--- src/rtl/ealu_pkg.sv ---
// Shared types and constants for the eight-bit ALU with flags.
// Holds the operation codes, flag bit positions and the pipeline stage records.
// No dependencies.
package ealu_pkg;

    typedef enum logic [4:0] {
        OP_ADD   = 5'd0,
        OP_ADC   = 5'd1,
        OP_SUB   = 5'd2,
        OP_SBC   = 5'd3,
        OP_AND   = 5'd4,
        OP_OR    = 5'd5,
        OP_XOR   = 5'd6,
        OP_CP    = 5'd7,
        OP_INC   = 5'd8,
        OP_DEC   = 5'd9,
        OP_SWAP  = 5'd10,
        OP_SLA   = 5'd11,
        OP_SRA   = 5'd12,
        OP_SRL   = 5'd13,
        OP_RLC   = 5'd14,
        OP_RRC   = 5'd15,
        OP_RL    = 5'd16,
        OP_RR    = 5'd17,
        OP_BIT   = 5'd18,
        OP_SET   = 5'd19,
        OP_RES   = 5'd20,
        OP_DAA   = 5'd21,
        OP_ADD16 = 5'd22
    } op_t;

    localparam int FLAG_Z = 3;
    localparam int FLAG_N = 2;
    localparam int FLAG_H = 1;
    localparam int FLAG_C = 0;

    // Adder results produced in the first stage.
    typedef struct packed {
        logic [8:0] sum9;   // byte add, or byte subtract with borrow in bit 8
        logic       half;   // carry or borrow out of the low nibble
        logic [8:0] wlo;    // low byte of the word add with its carry
    } arith_t;

    typedef struct packed {
        logic [4:0] op;
        logic [7:0] a;
        logic [7:0] b;
        logic [2:0] bit_index;
        logic [3:0] flags;
        logic [7:0] wa_hi;
        logic [7:0] wb_hi;
        arith_t     arith;
    } s1_t;

    typedef struct packed {
        logic [7:0]  res;
        logic [15:0] wide;
        logic [7:0]  zbyte;
        logic        z_from_byte;
        logic        z_fixed;
        logic        n;
        logic        h;
        logic        c;
    } s2_t;

endpackage

--- src/rtl/ealu_arith.sv ---
// Adder front end of the ALU: byte add/subtract with carry and nibble carry,
// and the low byte of the word add. Uses ealu_pkg.
module ealu_arith
    import ealu_pkg::*;
(
    input  logic [4:0] opcode,
    input  logic [7:0] value_a,
    input  logic [7:0] value_b,
    input  logic       carry_in,
    input  logic [7:0] wa_lo,
    input  logic [7:0] wb_lo,
    output arith_t     arith
);

    logic       use_carry;
    logic       is_sub;
    logic [4:0] nib;

    assign use_carry = (opcode == OP_ADC || opcode == OP_SBC) ? carry_in : 1'b0;
    assign is_sub    = (opcode == OP_SUB || opcode == OP_SBC || opcode == OP_CP);

    always_comb
    begin
        if (is_sub)
        begin
            // Bit 8 goes high whenever the true difference is negative.
            arith.sum9 = {1'b0, value_a} - {1'b0, value_b} - {8'd0, use_carry};
            nib        = {1'b0, value_a[3:0]} - {1'b0, value_b[3:0]} - {4'd0, use_carry};
        end
        else
        begin
            arith.sum9 = {1'b0, value_a} + {1'b0, value_b} + {8'd0, use_carry};
            nib        = {1'b0, value_a[3:0]} + {1'b0, value_b[3:0]} + {4'd0, use_carry};
        end
        arith.half = nib[4];
        arith.wlo  = {1'b0, wa_lo} + {1'b0, wb_lo};
    end

endmodule

--- src/rtl/eight_bit_alu_with_flags_core.sv ---
// Top level of the eight-bit ALU with flags: a three-stage pipeline.
// Uses ealu_pkg and ealu_arith.
//
//  Channel | Handshake             | Payload
//  --------+-----------------------+----------------------------------------------
//  in      | in_valid / in_stall   | opcode, value_a, value_b, bit_index,
//          |                       | wide_a, wide_b, flags_in
//  out     | out_valid / out_stall | result, wide_result, flags_out
//
// One item may enter each cycle while in_stall is low. Stage one does the byte
// and low word adds, stage two selects the byte result, the upper word add and
// decimal adjust, stage three builds the flags. Reset empties the pipeline. A
// stall at the output holds stage three, and each earlier stage moves only into
// an empty or moving slot.
module eight_bit_alu_with_flags_core
    import ealu_pkg::*;
(
    input  logic        clk,
    input  logic        rst_n,
    input  logic        in_valid,
    output logic        in_stall,
    input  logic [4:0]  opcode,
    input  logic [7:0]  value_a,
    input  logic [7:0]  value_b,
    input  logic [2:0]  bit_index,
    input  logic [15:0] wide_a,
    input  logic [15:0] wide_b,
    input  logic [3:0]  flags_in,
    output logic        out_valid,
    input  logic        out_stall,
    output logic [7:0]  result,
    output logic [15:0] wide_result,
    output logic [3:0]  flags_out
);

    logic v1_reg, v2_reg, v3_reg;
    logic adv1, adv2, adv3;

    s1_t  s1_reg, s1_next;
    s2_t  s2_reg, s2_next;
    logic [7:0]  result_reg, result_next;
    logic [15:0] wide_reg, wide_next;
    logic [3:0]  flags_reg, flags_next;

    arith_t arith;

    logic [8:0] hi9;
    logic [4:0] hnib;
    logic       daa_up;
    logic       daa_lo;
    logic [7:0] daa_adj;
    logic [7:0] daa_res;
    logic       daa_c;
    logic [7:0] mask;

    // A stage may load when it is empty or its contents move on.
    assign adv3     = !v3_reg || !out_stall;
    assign adv2     = !v2_reg || adv3;
    assign adv1     = !v1_reg || adv2;
    assign in_stall = !adv1;

    always_ff @(posedge clk or negedge rst_n)
    begin
        if (!rst_n)
        begin
            v1_reg <= 1'b0;
            v2_reg <= 1'b0;
            v3_reg <= 1'b0;
        end
        else
        begin
            if (adv1)
            begin
                v1_reg <= in_valid;
            end
            if (adv2)
            begin
                v2_reg <= v1_reg;
            end
            if (adv3)
            begin
                v3_reg <= v2_reg;
            end
        end
    end

    // Stage one.
    ealu_arith u_arith (
        .opcode   (opcode),
        .value_a  (value_a),
        .value_b  (value_b),
        .carry_in (flags_in[FLAG_C]),
        .wa_lo    (wide_a[7:0]),
        .wb_lo    (wide_b[7:0]),
        .arith    (arith)
    );

    always_comb
    begin
        s1_next.op        = opcode;
        s1_next.a         = value_a;
        s1_next.b         = value_b;
        s1_next.bit_index = bit_index;
        s1_next.flags     = flags_in;
        s1_next.wa_hi     = wide_a[15:8];
        s1_next.wb_hi     = wide_b[15:8];
        s1_next.arith     = arith;
    end

    // Stage two.
    always_comb
    begin
        hi9  = {1'b0, s1_reg.wa_hi} + {1'b0, s1_reg.wb_hi} + {8'd0, s1_reg.arith.wlo[8]};
        hnib = {1'b0, s1_reg.wa_hi[3:0]} + {1'b0, s1_reg.wb_hi[3:0]}
             + {4'd0, s1_reg.arith.wlo[8]};

        mask = 8'd1 << s1_reg.bit_index;

        // Decimal adjust: one offset, added after addition, taken off after subtraction.
        if (s1_reg.flags[FLAG_N])
        begin
            daa_up  = s1_reg.flags[FLAG_C];
            daa_lo  = s1_reg.flags[FLAG_H];
        end
        else
        begin
            daa_up  = s1_reg.flags[FLAG_C] || (s1_reg.a > 8'h99);
            daa_lo  = s1_reg.flags[FLAG_H] || (s1_reg.a[3:0] > 4'h9);
        end
        daa_adj = (daa_up ? 8'h60 : 8'h00) | (daa_lo ? 8'h06 : 8'h00);
        daa_res = s1_reg.flags[FLAG_N] ? (s1_reg.a - daa_adj) : (s1_reg.a + daa_adj);
        daa_c   = daa_up;

        s2_next.res         = s1_reg.a;
        s2_next.wide        = 16'd0;
        s2_next.zbyte       = s1_reg.a;
        s2_next.z_from_byte = 1'b0;
        s2_next.z_fixed     = s1_reg.flags[FLAG_Z];
        s2_next.n           = s1_reg.flags[FLAG_N];
        s2_next.h           = s1_reg.flags[FLAG_H];
        s2_next.c           = s1_reg.flags[FLAG_C];

        case (s1_reg.op)
            OP_ADD, OP_ADC:
            begin
                s2_next.res = s1_reg.arith.sum9[7:0];
                s2_next.n   = 1'b0;
                s2_next.h   = s1_reg.arith.half;
                s2_next.c   = s1_reg.arith.sum9[8];
            end
            OP_SUB, OP_SBC:
            begin
                s2_next.res = s1_reg.arith.sum9[7:0];
                s2_next.n   = 1'b1;
                s2_next.h   = s1_reg.arith.half;
                s2_next.c   = s1_reg.arith.sum9[8];
            end
            OP_CP:
            begin
                s2_next.n   = 1'b1;
                s2_next.h   = s1_reg.arith.half;
                s2_next.c   = s1_reg.arith.sum9[8];
            end
            OP_AND:
            begin
                s2_next.res = s1_reg.a & s1_reg.b;
                s2_next.n   = 1'b0;
                s2_next.h   = 1'b1;
                s2_next.c   = 1'b0;
            end
            OP_OR:
            begin
                s2_next.res = s1_reg.a | s1_reg.b;
                s2_next.n   = 1'b0;
                s2_next.h   = 1'b0;
                s2_next.c   = 1'b0;
            end
            OP_XOR:
            begin
                s2_next.res = s1_reg.a ^ s1_reg.b;
                s2_next.n   = 1'b0;
                s2_next.h   = 1'b0;
                s2_next.c   = 1'b0;
            end
            OP_INC:
            begin
                s2_next.res = s1_reg.a + 8'd1;
                s2_next.n   = 1'b0;
                s2_next.h   = (s1_reg.a[3:0] == 4'hF);
            end
            OP_DEC:
            begin
                s2_next.res = s1_reg.a - 8'd1;
                s2_next.n   = 1'b1;
                s2_next.h   = (s1_reg.a[3:0] == 4'h0);
            end
            OP_SWAP:
            begin
                s2_next.res = {s1_reg.a[3:0], s1_reg.a[7:4]};
                s2_next.n   = 1'b0;
                s2_next.h   = 1'b0;
                s2_next.c   = 1'b0;
            end
            OP_SLA:
            begin
                s2_next.res = {s1_reg.a[6:0], 1'b0};
                s2_next.n   = 1'b0;
                s2_next.h   = 1'b0;
                s2_next.c   = s1_reg.a[7];
            end
            OP_SRA:
            begin
                s2_next.res = {s1_reg.a[7], s1_reg.a[7:1]};
                s2_next.n   = 1'b0;
                s2_next.h   = 1'b0;
                s2_next.c   = s1_reg.a[0];
            end
            OP_SRL:
            begin
                s2_next.res = {1'b0, s1_reg.a[7:1]};
                s2_next.n   = 1'b0;
                s2_next.h   = 1'b0;
                s2_next.c   = s1_reg.a[0];
            end
            OP_RLC:
            begin
                s2_next.res = {s1_reg.a[6:0], s1_reg.a[7]};
                s2_next.n   = 1'b0;
                s2_next.h   = 1'b0;
                s2_next.c   = s1_reg.a[7];
            end
            OP_RRC:
            begin
                s2_next.res = {s1_reg.a[0], s1_reg.a[7:1]};
                s2_next.n   = 1'b0;
                s2_next.h   = 1'b0;
                s2_next.c   = s1_reg.a[0];
            end
            OP_RL:
            begin
                s2_next.res = {s1_reg.a[6:0], s1_reg.flags[FLAG_C]};
                s2_next.n   = 1'b0;
                s2_next.h   = 1'b0;
                s2_next.c   = s1_reg.a[7];
            end
            OP_RR:
            begin
                s2_next.res = {s1_reg.flags[FLAG_C], s1_reg.a[7:1]};
                s2_next.n   = 1'b0;
                s2_next.h   = 1'b0;
                s2_next.c   = s1_reg.a[0];
            end
            OP_BIT:
            begin
                s2_next.z_fixed = ((s1_reg.a & mask) == 8'd0);
                s2_next.n       = 1'b0;
                s2_next.h       = 1'b1;
            end
            OP_SET:
            begin
                s2_next.res = s1_reg.a | mask;
            end
            OP_RES:
            begin
                s2_next.res = s1_reg.a & ~mask;
            end
            OP_DAA:
            begin
                s2_next.res = daa_res;
                s2_next.h   = 1'b0;
                s2_next.c   = daa_c;
            end
            OP_ADD16:
            begin
                s2_next.res = 8'd0;
                s2_next.wide = {hi9[7:0], s1_reg.arith.wlo[7:0]};
                s2_next.n   = 1'b0;
                s2_next.h   = hnib[4];
                s2_next.c   = hi9[8];
            end
            default:
            begin
                s2_next.res = s1_reg.a;
            end
        endcase

        // Zero comes from the byte result, the compare difference or z_fixed.
        case (s1_reg.op)
            OP_BIT, OP_SET, OP_RES, OP_ADD16:
            begin
                s2_next.z_from_byte = 1'b0;
            end
            OP_CP:
            begin
                s2_next.z_from_byte = 1'b1;
                s2_next.zbyte       = s1_reg.arith.sum9[7:0];
            end
            default:
            begin
                s2_next.z_from_byte = (s1_reg.op <= OP_DAA);
                s2_next.zbyte       = s2_next.res;
            end
        endcase
    end

    // Stage three.
    always_comb
    begin
        result_next = s2_reg.res;
        wide_next   = s2_reg.wide;
        flags_next  = {s2_reg.z_from_byte ? (s2_reg.zbyte == 8'd0) : s2_reg.z_fixed,
                       s2_reg.n, s2_reg.h, s2_reg.c};
    end

    always_ff @(posedge clk)
    begin
        if (adv1 && in_valid)
        begin
            s1_reg <= s1_next;
        end
        if (adv2 && v1_reg)
        begin
            s2_reg <= s2_next;
        end
        if (adv3 && v2_reg)
        begin
            result_reg <= result_next;
            wide_reg   <= wide_next;
            flags_reg  <= flags_next;
        end
    end

    assign out_valid   = v3_reg;
    assign result      = result_reg;
    assign wide_result = wide_reg;
    assign flags_out   = flags_reg;

endmodule

--- config.mk ---
export PLATFORM = sky130hd
export DESIGN_NAME = eight_bit_alu_with_flags_core
export DESIGN_NICKNAME = d
export VERILOG_FILES = /design/src/rtl/ealu_pkg.sv /design/src/rtl/ealu_arith.sv /design/src/rtl/eight_bit_alu_with_flags_core.sv
export SDC_FILE = /design/constraint.sdc
export NUM_CORES = 1
export LEC_CHECK = 0
export BUFFER_PORTS_ARGS = -buffer_cell sky130_fd_sc_hd__buf_4
export CAP_MARGIN = 10
export CORE_UTILIZATION = 25
export CTS_CLUSTER_DIAMETER = 30
export DETAILED_ROUTE_END_ITERATION = 8
export GPL_TIMING_DRIVEN = 0
export SYNTH_ARGS = -nofsm -noshare
export SYNTH_HDL_FRONTEND = slang
export SYNTH_HIERARCHICAL = 1
export SYNTH_SLANG_ARGS = --single-unit
--- constraint.sdc ---
create_clock -name clk -period 7.82 [get_ports clk]
set_input_delay 0.782 -clock clk [delete_from_list [all_inputs] [get_ports clk]]
set_output_delay 0.782 -clock clk [all_outputs]
set_load 0.05 [all_outputs]
==> flow_metrics.env, run 1 <==
export IMPL_cts_reportedPaths_clkPinSlew_ns=0.06
export IMPL_power_leakage_nw=3.71
export IMPL_syn_area_um2=7680
export IMPL_power_frac_seq_pct=41.7
export IMPL_worst_skew_pair_late_latency_ns=0.42
export IMPL_area_used_by_multi_input_combinational_logic_um2=3460
export IMPL_via_per_inst=4.73
export IMPL_yosys_top_cells_area="sky130_fd_sc_hd__edfxtp_1, sky130_fd_sc_hd__ha_1, sky130_fd_sc_hd__a21oi_1, sky130_fd_sc_hd__xnor2_1, sky130_fd_sc_hd__nor2_1"
export IMPL_largest_register_ffs=63
export IMPL_share_of_synthesized_area_occupied_by_flip_flops_and_latches_pct=51.0
export IMPL_diodes=0
export IMPL_synth_yosys_warnings=6
export IMPL_slew_headroom_pct=27.8
export IMPL_pin_count_of_the_biggest_net_entering_global_routing=64
export IMPL_clock_skew_ns=0.0103
export IMPL_fillerInstances=3134
export IMPL_r2r_start="s1_reg[51]$_DFFE_PP_"
export IMPL_finalNetCount=927
export IMPL_power_internal_mw=1.53
export IMPL_synth_largest_type_area_fraction_pct=50.0
export IMPL_cts_resized_gates=0
export IMPL_cts_made_buffers=17
export IMPL_cts_root_buf="sky130_fd_sc_hd__clkbuf_16"
export IMPL_synth_enable_flop_cells=128
export IMPL_startpoint_type="flip-flop"
export IMPL_endpoint_kind="flip-flop"
export IMPL_tritoncts="built"
export IMPL_detailedRoute_firstIterationViolations=529
export IMPL_max_cap_violations=0
export IMPL_cts_hold_repair_buffers=0
export IMPL_syn_to_final_growth_pct=23.9
export IMPL_worst_ep_required_time_ns=7.98
export IMPL_worst_setup_path_type="flip-flop to flip-flop"
export IMPL_period_minus_slack_ns=4.20
export IMPL_outcome="complete, no violations"
export IMPL_timing_critical_path_fanout_max=10
export IMPL_track_usage_pct=13.6
export IMPL_dp_hpwl_mm=15.8
export IMPL_final_hold_viol_count=0
export IMPL_tightest_slew_ns=1.08
export IMPL_dieArea_um2=31400
export IMPL_clock_power_share_pct=38.2
export IMPL_max_clock_freq_ghz=0.238
export IMPL_die_ht_um=177
export IMPL_cts_post_setup_buffers_inserted=0
export IMPL_synth_top_area_cell="sky130_fd_sc_hd__edfxtp_1"
export IMPL_core_area_um2=30000
export IMPL_period_share_pct=53.7
export IMPL_timing_max_transition_violations_final=0
export IMPL_num_vias=5738
export IMPL_critPathArrivalTime_ns=4.36
export IMPL_clockBufferDepth=2
export IMPL_power_switching_share_pct=28.9
export IMPL_power_combinational_fraction_pct=20.0
export IMPL_worst_hold_path_type="input port to asynchronous set/reset pin"
export IMPL_grt_antenna_before_repair=0
export IMPL_most_common_library_cell_in_the_layout_ignoring_fill_and_taps="sky130_fd_sc_hd__edfxtp_1"
export IMPL_globalRoute_totalOverflow=0
export IMPL_layout_cells_most_common_list="sky130_fd_sc_hd__edfxtp_1, sky130_fd_sc_hd__buf_4, sky130_fd_sc_hd__nor2_1, sky130_fd_sc_hd__inv_1, sky130_fd_sc_hd__ha_1"
export IMPL_irDropWorstVdd_mv=0.148
export IMPL_post_drt_wl_per_cell_um=17.3
export IMPL_gpl_final_weighted_congestion=0.911
export IMPL_ys_dominant_reg_cell="sky130_fd_sc_hd__edfxtp_1"
export IMPL_setup_total_negative_slack_ns=0
export IMPL_via_count_of_the_first_global_routing_pass=5551
export IMPL_syn_nets=813
export IMPL_pwr_density_cell_nw_per_um2=226
export IMPL_synth_async_reset_ratio_pct=2.29
export IMPL_die_width_um=177
export IMPL_drt_first_pass_iters=5
export IMPL_initial_utilization_pct=25.7
export IMPL_yosys_register_bits=131
export IMPL_critPathLaunch="s1_reg[51]$_DFFE_PP_"
export IMPL_netlist_instances=696
export IMPL_postRouteWirelength_mm=21.0
export IMPL_drc=0
export IMPL_sequential_cell_area_um2=3920
export IMPL_num_rows=63
export IMPL_placement_io_buffers=93
export IMPL_reg2reg_setup_slack_ns=3.62
export IMPL_p_switching_uw=621
export IMPL_drive_above_1_share_pct=19.1
export IMPL_cts_htree_levels=4
export IMPL_antenna_left=0
export IMPL_totalPowerFinal_mw=2.15
export IMPL_syn_area_per_cell_um2=11.0
export IMPL_io_pin_count=94
export IMPL_post_synth_num_cell_types=80
export IMPL_setup_viol=0
export IMPL_grt_setup_unrepaired="no"
export IMPL_clkSinkCount=131
export IMPL_grt_pass1_wl_mm=31.9
## synth_stat cells, drive strengths merged, types with 11 or more instances
cell and n:
nand2b 14, nand3 11, a21oi 43, nor2 51, edfxtp 128, nand2 36
ha 45, xnor2 23, and2 15, nor3 20, o21ai 49, clkbuf 21
nor2b 15, inv 53
## layout make-up
type / instances / area share, %
flip-flops and latches: 131 / 41.1
clock inverters: 14 / 1.87
multi-input cells: 481 / 36.3
inverters: 54 / 2.13
plain buffers: 30 / 1.27
well taps: 390 / 5.12
repair buffers: 95 / 7.70
clock buffers: 17 / 4.47
## critical path, cell delays in order (launching register included)
cell                        delay, ns
sky130_fd_sc_hd__edfxtp_1        0.44
sky130_fd_sc_hd__clkbuf_1        0.44
sky130_fd_sc_hd__o21ai_0         0.29
sky130_fd_sc_hd__o21ai_0         0.30
sky130_fd_sc_hd__a31oi_1         0.21
sky130_fd_sc_hd__ha_1            0.37
sky130_fd_sc_hd__a21oi_1         0.16
sky130_fd_sc_hd__o21ai_0         0.11
sky130_fd_sc_hd__ha_1            0.33
sky130_fd_sc_hd__nor2_1          0.16
sky130_fd_sc_hd__nor3b_1         0.07
sky130_fd_sc_hd__o22ai_1         0.18
sky130_fd_sc_hd__xnor3_1         0.25
sky130_fd_sc_hd__a211oi_2        0.38
sky130_fd_sc_hd__o21bai_1        0.11
sky130_fd_sc_hd__o2bb2ai_1       0.15
## cells by family after synthesis
family / count (synthesis) / synth area share, %
xor+xnor: 34 / 4.05
flops: 131 / 51.0
compound gates: 182 / 16.0
simple gates: 203 / 14.1
buf+inv: 84 / 4.22
mux: 9 / 1.20
fa+ha+maj: 53 / 9.41
## worst paths after layout
check	endpoint	cells after the start
hold / removal	v1_reg$_DFFE_PN0N_	1
max in group asynchronous	out_valid$_DFFE_PN0P_	1
setup / recovery	s2_reg[12]$_DFFE_PP_	15
hold reg to reg	result[5]$_DFFE_PP_	0
min in group clk	result[5]$_DFFE_PP_	0
setup reg to reg	s2_reg[12]$_DFFE_PP_	15
## power by group through the flow
stage | combinational, mW | clock (mW) | sequential, mW
after detailed placement | 0.432 | 0 | 0.913
after CTS | 0.434 | 0.840 | 0.899
after global placement | 0.425 | 0 | 0.915
after global routing | 0.471 | 0.872 | 0.905
after floorplan | 0.236 | 0 | 0.957
final | 0.431 | 0.823 | 0.898
## metrics by stage
stage,setup slack (ns),hold WS [ns],util [%],area [um^2],instances
after global placement,3.16,0.401,29.6,8870,1179
after floorplan,4.49,0.400,-,7680,696
final,3.62,0.142,31.8,9520,1212
after global routing,3.33,0.119,31.8,9520,1212
after CTS,3.67,0.119,31.8,9520,1212
after detailed placement,3.69,0.405,29.8,8920,1181
## metal layers
metal	part of all wire (%)	global-route usage (%)	vias to the layer above	wire length, um
li1	-	-	2807	-
met1	46	18.9	2717	9660
met2	46	20.8	188	9610
met3	6.1	2.78	26	1280
met4	2.1	4.77	0	432
met5	0	0	-	0
No activity file was read; power rests on OpenSTA's default activity.
==> run 2: changes to the inputs <==
clock period = 3.6 ns   (was 7.82 ns; I/O delays follow)
==> run 2 against run 1 <==
Effect of this change: sequential power grew 120%; count of clock-buffer cells in the layout stayed put; maximum frequency grew 21%; non-clock buffer count grew 14; critical path type unchanged; flip-flop and latch count is the same; global-route usage hardly changed; critical endpoint unchanged; largest cell class unchanged.
==> flow_metrics.env, run 2 (synthesis gave the netlist of run 1 again) <==
export IMPL_outcome="complete, no violations"
export IMPL_io_pin_count=94
export IMPL_cpMaxStageDelayCell="sky130_fd_sc_hd__edfxtp_1"
export IMPL_period_share_pct=96.3
export IMPL_tritoncts="built"
export IMPL_worst_skew_pair_late_latency_ns=0.42
export IMPL_clock_skew_ns=0.0114
export IMPL_die_width_um=177
export IMPL_period_minus_slack_ns=3.47
export IMPL_final_hold_viol_count=0
export IMPL_worst_setup_path_type="flip-flop to flip-flop"
export IMPL_gpl_final_weighted_congestion=0.911
export IMPL_diodes=0
export IMPL_drt_first_pass_iters=5
export IMPL_num_rows=63
export IMPL_timing_max_transition_violations_final=0
export IMPL_largest_register_ffs=63
export IMPL_via_per_inst=4.74
export IMPL_cts_root_buf="sky130_fd_sc_hd__clkbuf_16"
export IMPL_totalPowerFinal_mw=4.70
export IMPL_finalNetCount=941
export IMPL_most_common_library_cell_in_the_layout_ignoring_fill_and_taps="sky130_fd_sc_hd__edfxtp_1"
export IMPL_placement_cell_area_um2=8920
export IMPL_clockBufferDepth=2
export IMPL_timing_critical_path_fanout_max=7
export IMPL_dp_hpwl_mm=15.8
export IMPL_cts_made_buffers=17
export IMPL_cp_cell_sequence="buf_6 -> o21ai_4 -> nor2_1 -> or2_2 -> o21ai_1 -> inv_1 -> o21ai_0 -> ha_1 -> nor3_2 -> nor3b_1 -> o22ai_1 -> xnor3_1 -> a211oi_4 -> o21bai_1 -> o2bb2ai_1"
export IMPL_dieArea_um2=31400
export IMPL_critPathTopFamily="compound AO/OA/AOI/OAI gates"
export IMPL_tightest_slew_ns=1.07
export IMPL_layout_cells_most_common_list="sky130_fd_sc_hd__edfxtp_1, sky130_fd_sc_hd__buf_4, sky130_fd_sc_hd__inv_1, sky130_fd_sc_hd__nor2_1, sky130_fd_sc_hd__ha_1"
export IMPL_max_clock_freq_ghz=0.288
export IMPL_num_vias=5814
export IMPL_postRouteWirelength_mm=21.2
export IMPL_max_cap_violations=0
export IMPL_finish_utilization_pct=32.4
export IMPL_worst_path_buf_inv=2
export IMPL_pin_count_of_the_biggest_net_entering_global_routing=64
export IMPL_grt_antenna_before_repair=0
export IMPL_irDropWorstVdd_mv=0.322
export IMPL_pwr_density_cell_nw_per_um2=485
export IMPL_initial_utilization_pct=25.7
export IMPL_worst_path_largest_cell_delay_ns=0.46
export IMPL_setup_viol=0
export IMPL_cts_htree_levels=4
export IMPL_worst_ep_required_time_ns=3.76
export IMPL_globalRoute_totalOverflow=0
export IMPL_holdWs_ns=0.110
export IMPL_grt_pass1_wl_mm=32.0
export IMPL_critPathArrivalTime_ns=3.63
export IMPL_slew_headroom_pct=28.1
export IMPL_cts_reportedPaths_clkPinSlew_ns=0.06
export IMPL_placement_io_buffers=93
export IMPL_endpoint_kind="flip-flop"
export IMPL_drive_above_1_share_pct=21.9
export IMPL_die_ht_um=177
export IMPL_antenna_left=0
export IMPL_drc=0
export IMPL_clkSinkCount=131
export IMPL_post_route_cell_area_um2=9690
export IMPL_core_area_um2=30000
export IMPL_setup_total_negative_slack_ns=0
export IMPL_syn_to_final_growth_pct=26.1
export IMPL_worst_hold_path_type="input port to flip-flop"
export IMPL_power_leakage_nw=3.80
export IMPL_fillerInstances=3135
export IMPL_via_count_of_the_first_global_routing_pass=5577
export IMPL_track_usage_pct=13.6
export IMPL_startpoint_type="flip-flop"
export IMPL_detailedRoute_firstIterationViolations=482
export IMPL_post_drt_wl_per_cell_um=17.3
## run 2: cell type report
type                            count  area (um^2)  area share (%)
Buffer                             30          136            1.41
Clock buffer                       17          425            4.39
Clock inverter                     14          178            1.83
Inverter                           54          203            2.09
Multi-Input combinational cell    481         3500            36.1
Sequential cell                   131         3920            40.4
Tap cell                          390          488            5.03
Timing Repair Buffer              109          841            8.68
## run 2: what timing repair did
item / 4_1_cts / 5_1_grt
buffers inserted: 3 / 10
endpoints found under the setup margin: 5 / 2
hold endpoints to repair: 3 / 0
pin swaps: 2 / 4
resized for setup: 13 / 13
hold buffers: 1 / 0
## run 2: worst paths after layout
path	startpoint	to	slack, ns	cells past startpoint
setup / recovery	s1_reg[51]$_DFFE_PP_	s2_reg[12]$_DFFE_PP_	0.13	15
hold / removal	wide_a[8]	s1_reg[27]$_DFFE_PP_	0.11	1
setup reg to reg	s1_reg[51]$_DFFE_PP_	s2_reg[12]$_DFFE_PP_	0.13	15
hold reg to reg	flags_next[2]$_DFFE_PP_	flags_out[2]$_DFFE_PP_	0.42	0
max in group asynchronous	rst_n	v2_reg$_DFFE_PN0P_	3.24	2
min in group asynchronous	rst_n	v1_reg$_DFFE_PN0N_	0.27	2
## run 2: routing by layer
| layer | GRT usage (%) | part of all wire (%) | up-vias |
|---|---|---|---|
| met5 | 0 | 0 | - |
| li1 | - | - | 2836 |
| met3 | 3.02 | 5.5 | 22 |
| met1 | 18.9 | 47 | 2775 |
| met4 | 4.45 | 1.5 | 0 |
| met2 | 20.8 | 46 | 181 |
## run 2: metrics by stage
step | setup slack, ns | instances
after global routing | -0.00770 | 1226
after floorplan | 0.394 | 696
final | 0.132 | 1226
after global placement | -0.633 | 1179
after CTS | 0.0191 | 1216
after detailed placement | -0.528 | 1181
## run 2: power by group
part           internal (mW)  switching, mW
Sequential              1.88         0.0711
Combinational          0.372          0.599
Clock                   1.10          0.689
